`config.mk`:
```
export PLATFORM = sky130hd
export DESIGN_NAME = lsb_stego_extractor_top
export DESIGN_NICKNAME = d
export VERILOG_FILES = /design/src/hw/rtl/lse_pkg.sv /design/src/hw/rtl/lse_apb_regs.sv /design/src/hw/rtl/lse_in_stage.sv /design/src/hw/rtl/lse_decode.sv /design/src/hw/rtl/lsb_stego_extractor_top.sv
export SDC_FILE = /design/constraint.sdc
export NUM_CORES = 1
export LEC_CHECK = 0
export BUFFER_PORTS_ARGS = -buffer_cell sky130_fd_sc_hd__buf_2
export CAP_MARGIN = 20
export CORE_ASPECT_RATIO = 0.8
export CORE_MARGIN = 8
export CORE_UTILIZATION = 35
export DETAILED_ROUTE_END_ITERATION = 10
export HOLD_SLACK_MARGIN = 0.06
export MAX_ROUTING_LAYER = met4
export SLEW_MARGIN = 20
export SYNTH_ARGS = -nofsm -noshare
export SYNTH_HDL_FRONTEND = slang
export SYNTH_HIERARCHICAL = 1
export SYNTH_SLANG_ARGS = --single-unit
```
`constraint.sdc`:
```
create_clock -name clk -period 4.05 [get_ports clk]
set_clock_uncertainty 0.15 [all_clocks]
set_input_delay 0.81 -clock clk [delete_from_list [all_inputs] [get_ports clk]]
set_output_delay 0.81 -clock clk [all_outputs]
set_load 0.01 [all_outputs]
```
`src/hw/rtl/lse_pkg.sv`:
```
// Types and constants for the LSB message extractor.
// No dependencies; imported by every module of the block.
`timescale 1ns / 1ps
package lse_pkg;

	localparam int unsigned WORD_W = 32;
	localparam int unsigned HCNT_W = 8;
	localparam int unsigned BCNT_W = 5;
	localparam int unsigned LEFT_W = 31;
	localparam int unsigned PADDR_W = 3;
	localparam int unsigned PDATA_W = 32;

	// register word index, taken from paddr[2]
	localparam logic REG_PASSCODE = 1'b0;

	typedef enum logic [2:0] {
		PH_IDLE = 3'd0,
		PH_HEADER = 3'd1,
		PH_PASS = 3'd2,
		PH_LEN = 3'd3,
		PH_MSG = 3'd4
	} phase_t;

	typedef enum logic [1:0] {
		KIND_BYTE = 2'd0,
		KIND_BAD_PASS = 2'd1,
		KIND_EARLY_END = 2'd2,
		KIND_EMPTY = 2'd3
	} kind_t;

	localparam logic [BCNT_W-1:0] LAST_WORD_BIT = 5'd31;
	localparam logic [BCNT_W-1:0] LAST_BYTE_BIT = 5'd7;

	typedef struct packed {
		logic lsb;
		logic start;
		logic ended;
	} item_t;

endpackage

```
`src/hw/rtl/lse_apb_regs.sv`:
```
// APB register file of the extractor: holds the expected passcode.
// Depends on lse_pkg.
`timescale 1ns / 1ps
module lse_apb_regs (
	input  logic                          clk,
	input  logic                          arst_n,
	input  logic                          psel,
	input  logic                          penable,
	input  logic                          pwrite,
	input  logic [lse_pkg::PADDR_W-1:0]   paddr,
	input  logic [lse_pkg::PDATA_W-1:0]   pwdata,
	output logic [lse_pkg::PDATA_W-1:0]   prdata,
	output logic                          pready,
	output logic [lse_pkg::WORD_W-1:0]    passcode
);
	import lse_pkg::*;

	logic [WORD_W-1:0] passcode_q;
	logic              wr_en;

	// word-addressed decode; low address bits are don't-care
	assign wr_en = psel && penable && pwrite && (paddr[2] == REG_PASSCODE);

	always_ff @(posedge clk or negedge arst_n) begin
		if (!arst_n) begin
			passcode_q <= '0;
		end else if (wr_en) begin
			passcode_q <= pwdata;
		end
	end

	always_comb begin
		prdata = '0;
		if (paddr[2] == REG_PASSCODE) begin
			prdata = passcode_q;
		end
	end

	assign pready = 1'b1;
	assign passcode = passcode_q;

endmodule

```
`src/hw/rtl/lse_in_stage.sv`:
```
// Input register stage of the extractor: captures one request per cycle while in_ready is high.
// Depends on lse_pkg.
`timescale 1ns / 1ps
module lse_in_stage (
	input  logic           clk,
	input  logic           arst_n,
	input  logic           in_valid,
	output logic           in_ready,
	input  logic [7:0]     file_byte,
	input  logic           file_start,
	input  logic           file_ended,
	input  logic           advance,
	output logic           valid_s1,
	output lse_pkg::item_t item_s1
);
	import lse_pkg::*;

	logic  vld_s1;
	item_t itm_s1;

	assign in_ready = !vld_s1 || advance;

	always_ff @(posedge clk or negedge arst_n) begin
		if (!arst_n) begin
			vld_s1 <= 1'b0;
		end else if (in_valid && in_ready) begin
			vld_s1 <= 1'b1;
		end else if (advance) begin
			vld_s1 <= 1'b0;
		end
	end

	// only bit 0 of the byte carries data
	always_ff @(posedge clk) begin
		if (in_valid && in_ready) begin
			itm_s1 <= '{lsb: file_byte[0], start: file_start, ended: file_ended};
		end
	end

	assign valid_s1 = vld_s1;
	assign item_s1 = itm_s1;

endmodule

```
`src/hw/rtl/lse_decode.sv`:
```
// Decode state and result register of the extractor: header skip, passcode,
// length and message gathering. Depends on lse_pkg.
`timescale 1ns / 1ps
module lse_decode #(
	parameter int unsigned HEADER_BYTES = 54
) (
	input  logic                       clk,
	input  logic                       arst_n,
	input  logic                       valid_s1,
	input  lse_pkg::item_t             item_s1,
	output logic                       advance,
	input  logic [lse_pkg::WORD_W-1:0] passcode,
	output logic                       out_valid,
	input  logic                       out_ready,
	output logic [1:0]                 result_kind,
	output logic [7:0]                 message_byte,
	output logic                       last_byte
);
	import lse_pkg::*;

	localparam logic [HCNT_W-1:0] HDR_LEN = HCNT_W'(HEADER_BYTES);

	phase_t              phase_q, e_phase, phase_d;
	logic [HCNT_W-1:0]   hcnt_q, e_hcnt, hcnt_d;
	logic [BCNT_W-1:0]   bcnt_q, e_bcnt, bcnt_d;
	logic [LEFT_W-1:0]   left_q, e_left, left_d;
	logic [WORD_W-1:0]   gather_q, gather_d, shifted;
	logic                res_v, res_last;
	kind_t               res_kind;
	logic [7:0]          res_byte;
	logic                out_valid_q, last_q;
	kind_t               kind_q;
	logic [7:0]          byte_q;

	assign advance = valid_s1 && (!out_valid_q || out_ready);

	// bits enter at the top, so the first bit ends up lowest
	assign shifted = {item_s1.lsb, gather_q[WORD_W-1:1]};

	always_comb begin
		e_phase = phase_q;
		e_hcnt = hcnt_q;
		e_bcnt = bcnt_q;
		e_left = left_q;
		if (item_s1.start) begin
			e_hcnt = '0;
			e_bcnt = '0;
			e_left = '0;
			e_phase = (HDR_LEN != '0) ? PH_HEADER : PH_PASS;
		end

		phase_d = e_phase;
		hcnt_d = e_hcnt;
		bcnt_d = e_bcnt;
		left_d = e_left;
		gather_d = gather_q;
		res_v = 1'b0;
		res_kind = KIND_BYTE;
		res_byte = '0;
		res_last = 1'b0;

		case (e_phase)
			PH_HEADER, PH_PASS, PH_LEN, PH_MSG: begin
				if (item_s1.ended) begin
					phase_d = PH_IDLE;
					res_v = 1'b1;
					res_kind = KIND_EARLY_END;
				end else if (e_phase == PH_HEADER) begin
					hcnt_d = e_hcnt + 1'b1;
					if (hcnt_d >= HDR_LEN) begin
						phase_d = PH_PASS;
						bcnt_d = '0;
					end
				end else if (e_phase == PH_MSG) begin
					gather_d = shifted;
					if (e_bcnt != LAST_BYTE_BIT) begin
						bcnt_d = e_bcnt + 1'b1;
					end else begin
						bcnt_d = '0;
						res_v = 1'b1;
						res_byte = shifted[WORD_W-1 -: 8];
						res_last = (e_left <= LEFT_W'(1));
						left_d = e_left - 1'b1;
						phase_d = res_last ? PH_IDLE : PH_MSG;
					end
				end else begin
					gather_d = shifted;
					if (e_bcnt != LAST_WORD_BIT) begin
						bcnt_d = e_bcnt + 1'b1;
					end else begin
						bcnt_d = '0;
						if (e_phase == PH_PASS) begin
							if (shifted != passcode) begin
								phase_d = PH_IDLE;
								res_v = 1'b1;
								res_kind = KIND_BAD_PASS;
							end else begin
								phase_d = PH_LEN;
							end
						end else if (shifted == '0 || shifted[WORD_W-1]) begin
							// top bit set counts as an empty message
							phase_d = PH_IDLE;
							res_v = 1'b1;
							res_kind = KIND_EMPTY;
						end else begin
							left_d = shifted[LEFT_W-1:0];
							phase_d = PH_MSG;
						end
					end
				end
			end
			default: begin
				phase_d = PH_IDLE;
			end
		endcase
	end

	always_ff @(posedge clk or negedge arst_n) begin
		if (!arst_n) begin
			phase_q <= PH_IDLE;
			hcnt_q <= '0;
			bcnt_q <= '0;
			left_q <= '0;
			gather_q <= '0;
			out_valid_q <= 1'b0;
		end else begin
			if (advance) begin
				phase_q <= phase_d;
				hcnt_q <= hcnt_d;
				bcnt_q <= bcnt_d;
				left_q <= left_d;
				gather_q <= gather_d;
			end
			if (advance && res_v) begin
				out_valid_q <= 1'b1;
			end else if (out_ready) begin
				out_valid_q <= 1'b0;
			end
		end
	end

	always_ff @(posedge clk) begin
		if (advance && res_v) begin
			kind_q <= res_kind;
			byte_q <= res_byte;
			last_q <= res_last;
		end
	end

	assign out_valid = out_valid_q;
	assign result_kind = kind_q;
	assign message_byte = byte_q;
	assign last_byte = last_q;

endmodule

```
`src/hw/rtl/lsb_stego_extractor_top.sv`:
```
// LSB message extractor: takes one image-file byte per cycle and, after a
// header of HEADER_BYTES bytes, gathers bit 0 of each byte into a 32-bit
// passcode, a 32-bit length and then message bytes (first bit lowest). It
// accepts a new request every cycle while in_ready is high; a request that
// yields a result reaches the output through the input register and then
// the result register. These are the only stages, so the input stalls only
// while a result is held waiting for out_ready and the input register is
// full. The passcode register sits at APB address 0.
`timescale 1ns / 1ps
module lsb_stego_extractor_top #(
	parameter int unsigned HEADER_BYTES = 54
) (
	input  logic                          clk,
	input  logic                          arst_n,
	input  logic                          in_valid,
	output logic                          in_ready,
	input  logic [7:0]                    file_byte,
	input  logic                          file_start,
	input  logic                          file_ended,
	output logic                          out_valid,
	input  logic                          out_ready,
	output logic [1:0]                    result_kind,
	output logic [7:0]                    message_byte,
	output logic                          last_byte,
	input  logic                          psel,
	input  logic                          penable,
	input  logic                          pwrite,
	input  logic [lse_pkg::PADDR_W-1:0]   paddr,
	input  logic [lse_pkg::PDATA_W-1:0]   pwdata,
	output logic [lse_pkg::PDATA_W-1:0]   prdata,
	output logic                          pready
);
	import lse_pkg::*;

	logic              advance;
	logic              valid_s1;
	item_t             item_s1;
	logic [WORD_W-1:0] passcode;

	lse_apb_regs u_regs (
		.clk      (clk),
		.arst_n   (arst_n),
		.psel     (psel),
		.penable  (penable),
		.pwrite   (pwrite),
		.paddr    (paddr),
		.pwdata   (pwdata),
		.prdata   (prdata),
		.pready   (pready),
		.passcode (passcode)
	);

	lse_in_stage u_in (
		.clk        (clk),
		.arst_n     (arst_n),
		.in_valid   (in_valid),
		.in_ready   (in_ready),
		.file_byte  (file_byte),
		.file_start (file_start),
		.file_ended (file_ended),
		.advance    (advance),
		.valid_s1   (valid_s1),
		.item_s1    (item_s1)
	);

	lse_decode #(
		.HEADER_BYTES (HEADER_BYTES)
	) u_dec (
		.clk          (clk),
		.arst_n       (arst_n),
		.valid_s1     (valid_s1),
		.item_s1      (item_s1),
		.advance      (advance),
		.passcode     (passcode),
		.out_valid    (out_valid),
		.out_ready    (out_ready),
		.result_kind  (result_kind),
		.message_byte (message_byte),
		.last_byte    (last_byte)
	);

endmodule

```
==> reports/qor.txt <==
worst rel slew slack: 31.3%
placed standard-cell area: 8250 um^2
dpl cells: 1,156
data arrival time of the critical path: 3.29 ns
grt ovf: 0
Starting Density: 35.2%
Final Hold Viols: 0
DP HPWL: 16.2 mm
Setup Slack @ Placement: 0.639 ns
Crit Path Max Fanout: 11
Synth cell types: 76
DRT Pass-1 Iters: 5
# Max-Cap Violations: 0
vias in the first global route: 6,312
global-route wire length before repair: 36.2 mm
worst ir drop on vdd: 319 uV
Final min period: 3.39 ns
yosys warns: 6
Mapped Avg Cell Area: 9.22 um^2
Worst Setup SP: u_in/item_s1[1]
RePlAce Congestion: 0.967
H-tree depth: 4
status: finished, final reports clean
worst-margin pin slew: 1.02 ns
Seq/Total Area, Yosys: 43.1%
Final Cycle Share: 83.7%
I/O Buffers: 87
clock power share: 40.3%
cts repair resizes: 0
internal power: 0.00282 W
Critical R2R Capture: u_dec/message_byte[6]
Synth area leaders: dfrtp_1 37%, nand2_1 7.1%, mux2_4 6.0%
filler-free cell count of the finished design: 1,188
Die Width: 179 um
largest net degree at the start of global routing: 60
Num CTS Buffers: 17
mean number of vias per cell: 5.60
RSZ-0062 raised after global routing: false
core area: 21,300 um^2
fraction of layout cells with a size suffix above 1: 20.9%
postcts setup bufs: 0
antenna viol nets, final: 0
Crit-path slowest cell: nor2_1
sw power: 0.00124 W
GRT Util Overall: 17.6%
crit start category: flop
Clock Pin Slew Worst Setup and Hold Paths: 0.06 ns
Area Growth Syn to Fin: 18.7%
Sequential Power Share: 39.6%
reg2reg start: u_in/item_s1[1]
Main synth FF type: dfrtp_1
Final Routed Wirelength: 22.5 mm
CTS sink cnt: 126
endpoint class of the critical path: flop
Worst Hold Margin: 0.332 ns
Mapped Cells: 812
critical path class: flop to flop
detailed-route via count: 6,650
row cnt: 48
synthesis-stage register bit count: 126
Final Setup Violations: 0
Hold Buf Count CTS: 0
DIE HEIGHT: 147 um
n_diodes: 0
clock tree buffer depth: 2
cells along the critical path: nor2_1 -> ha_1 -> nand2_1 -> nor3b_1 -> ha_1 -> nand2_1 -> a21oi_1 -> a211oi_1 -> nor2_1
design area: 8880 um^2
Wirelength per Cell: 18.9 um
CP Capture Point: u_dec/message_byte[6]
asr flop ratio synth: 88.9%
post-synth top area share: 37.4%
Crit path required time: 3.95 ns
net switching fraction of the power: 30.5%
top-count cell post-synth: nand2_1
Post-synth EDFFs: 14
Nets: 958
io pins: 98
Root Driver: clkbuf_16
CTS tree: done
max frequency: 295 MHz
First DRT Iteration DRCs: 785
leakage: 4.00 nW
Post-Syn Area: 7480 um^2
synth cell count leaders: 141 x nand2_1, 112 x dfrtp_1, 56 x nor2_1
die footprint: 26,300 um^2
Clk Latency, worst-skew pair: 0.43 ns
R2R Setup Slk: 0.66 ns
Reg2Reg Depth: 9
syn nets: 870
cell taking the most area after synthesis: dfrtp_1
initial antenna violation count: 0
PwrDens: 457 nW/um^2
DR DRC count: 0
Worst Hold Class: input pin to asynchronous set/reset pin
CP max stage delay: 0.69 ns
fin worst setup slack: 0.662 ns
Comb power frac: 20.0%
max-slew violations: 0
final setup TNS: 0 ns
==> metal layers <==
metal  up-vias  global-route usage (%)  wire length [um]
met4         0                    5.62               476
met5         -                       -                 0
met2       303                    24.6              9580
met3        36                    3.41              1770
met1      3174                    25.1             10600
li1       3137                       -                 -
==> cell families after synthesis <==
| family | count (synthesis) | share of synthesized area (%) |
|---|---|---|
| compound gates | 169 | 15.0 |
| xor+xnor | 35 | 4.10 |
| fa+ha+maj | 6 | 1.00 |
| buf+inv | 59 | 3.73 |
| flops | 126 | 43.1 |
| mux | 36 | 6.85 |
| other cells | 1 | 0.0501 |
| simple gates | 380 | 26.2 |
==> final cells by class <==
cell class              count  area, um^2
repair buffers            109         616
multi-input cells         627        4000
fillers                  2151       12400
clock buffers              19         464
flip-flops and latches    126        3220
well taps                 275         344
clock inverters            13         171
inverters                  19        71.3
==> critical path: cells and delay by family (launching register included) <==
| kind | cells | cell delay (ns) |
|---|---|---|
| AOI/OAI and AO/OA | 2 | 0.39 |
| DFF | 1 | 0.50 |
| adders and majority gates | 2 | 0.48 |
| and+or+nand+nor | 5 | 1.49 |
==> power by group through the flow <==
stage               Sequential, W  Combinational [W]  Clock [W]
detailed placement        0.00163           0.000805          0
global placement          0.00163           0.000802          0
floorplan                 0.00156           0.000574          0
finish                    0.00161           0.000815    0.00164
global route              0.00164           0.000887    0.00174
CTS                       0.00161           0.000811    0.00167
==> stage by stage <==
step	power [W]	util [%]
2_1_floorplan	0.00213	-
3_3_place_gp	0.00243	38.8
3_5_place_dp	0.00244	38.8
4_1_cts	0.00409	41.8
5_1_grt	0.00426	41.8
6_report	0.00406	41.8
==> registers in the layout, indices dropped and copies added, names as in the netlist <==
signal and cells:
u_dec/out_valid 1, u_dec/gather_q 31, u_in/valid_s1 1, u_regs/passcode 32, u_dec/left_q 31, u_dec/phase_q 3
u_dec/hcnt_q 8, u_in/item_s1 3, u_dec/message_byte 8, u_dec/bcnt_q 5, u_dec/result_kind 2, u_dec/last_byte 1
==> layout by cell type, fill, tap and decap left out, drive strengths merged, types with 5 or more instances in the layout <==
master  synthesis  final
a211oi          5      5
nor2b          40     40
nand2b          6      6
o211ai         14     14
nor4           29     29
dfrtp         112    112
a41oi           6      6
o21ai          32     32
nor3           26     26
edfxtp         14     14
clkbuf         17     19
xnor2          32     32
mux2           32     32
a31oi           8      8
ha              6      6
nand2         141    141
a22oi           7      7
nand3          23     23
nor4b           5      5
buf            23    109
nor2           56     56
inv            19     26
and3           11     11
o31ai           5      5
a21oi          47     47
nand4          20     20
or3             5      5
==> worst min-delay path by stage <==
| stage | slack [ns] | end | cells after the start | startpoint |
|---|---|---|---|---|
| 2_1_floorplan | 0.33 | u_dec/hcnt_q[7] | 2 | u_dec/hcnt_q[7] |
| 3_3_place_gp | 0.35 | u_dec/hcnt_q[7] | 2 | u_dec/hcnt_q[7] |
| 3_5_place_dp | 0.36 | u_dec/left_q[1] | 1 | u_dec/left_q[1] |
| 4_1_cts | 0.36 | u_regs/passcode[11] | 1 | arst_n |
| 5_1_grt | 0.38 | u_dec/left_q[0] | 1 | u_dec/left_q[0] |
| 6_report | 0.33 | u_dec/left_q[2] | 1 | arst_n |
Note: power is estimated with default switching activity, not from simulation.
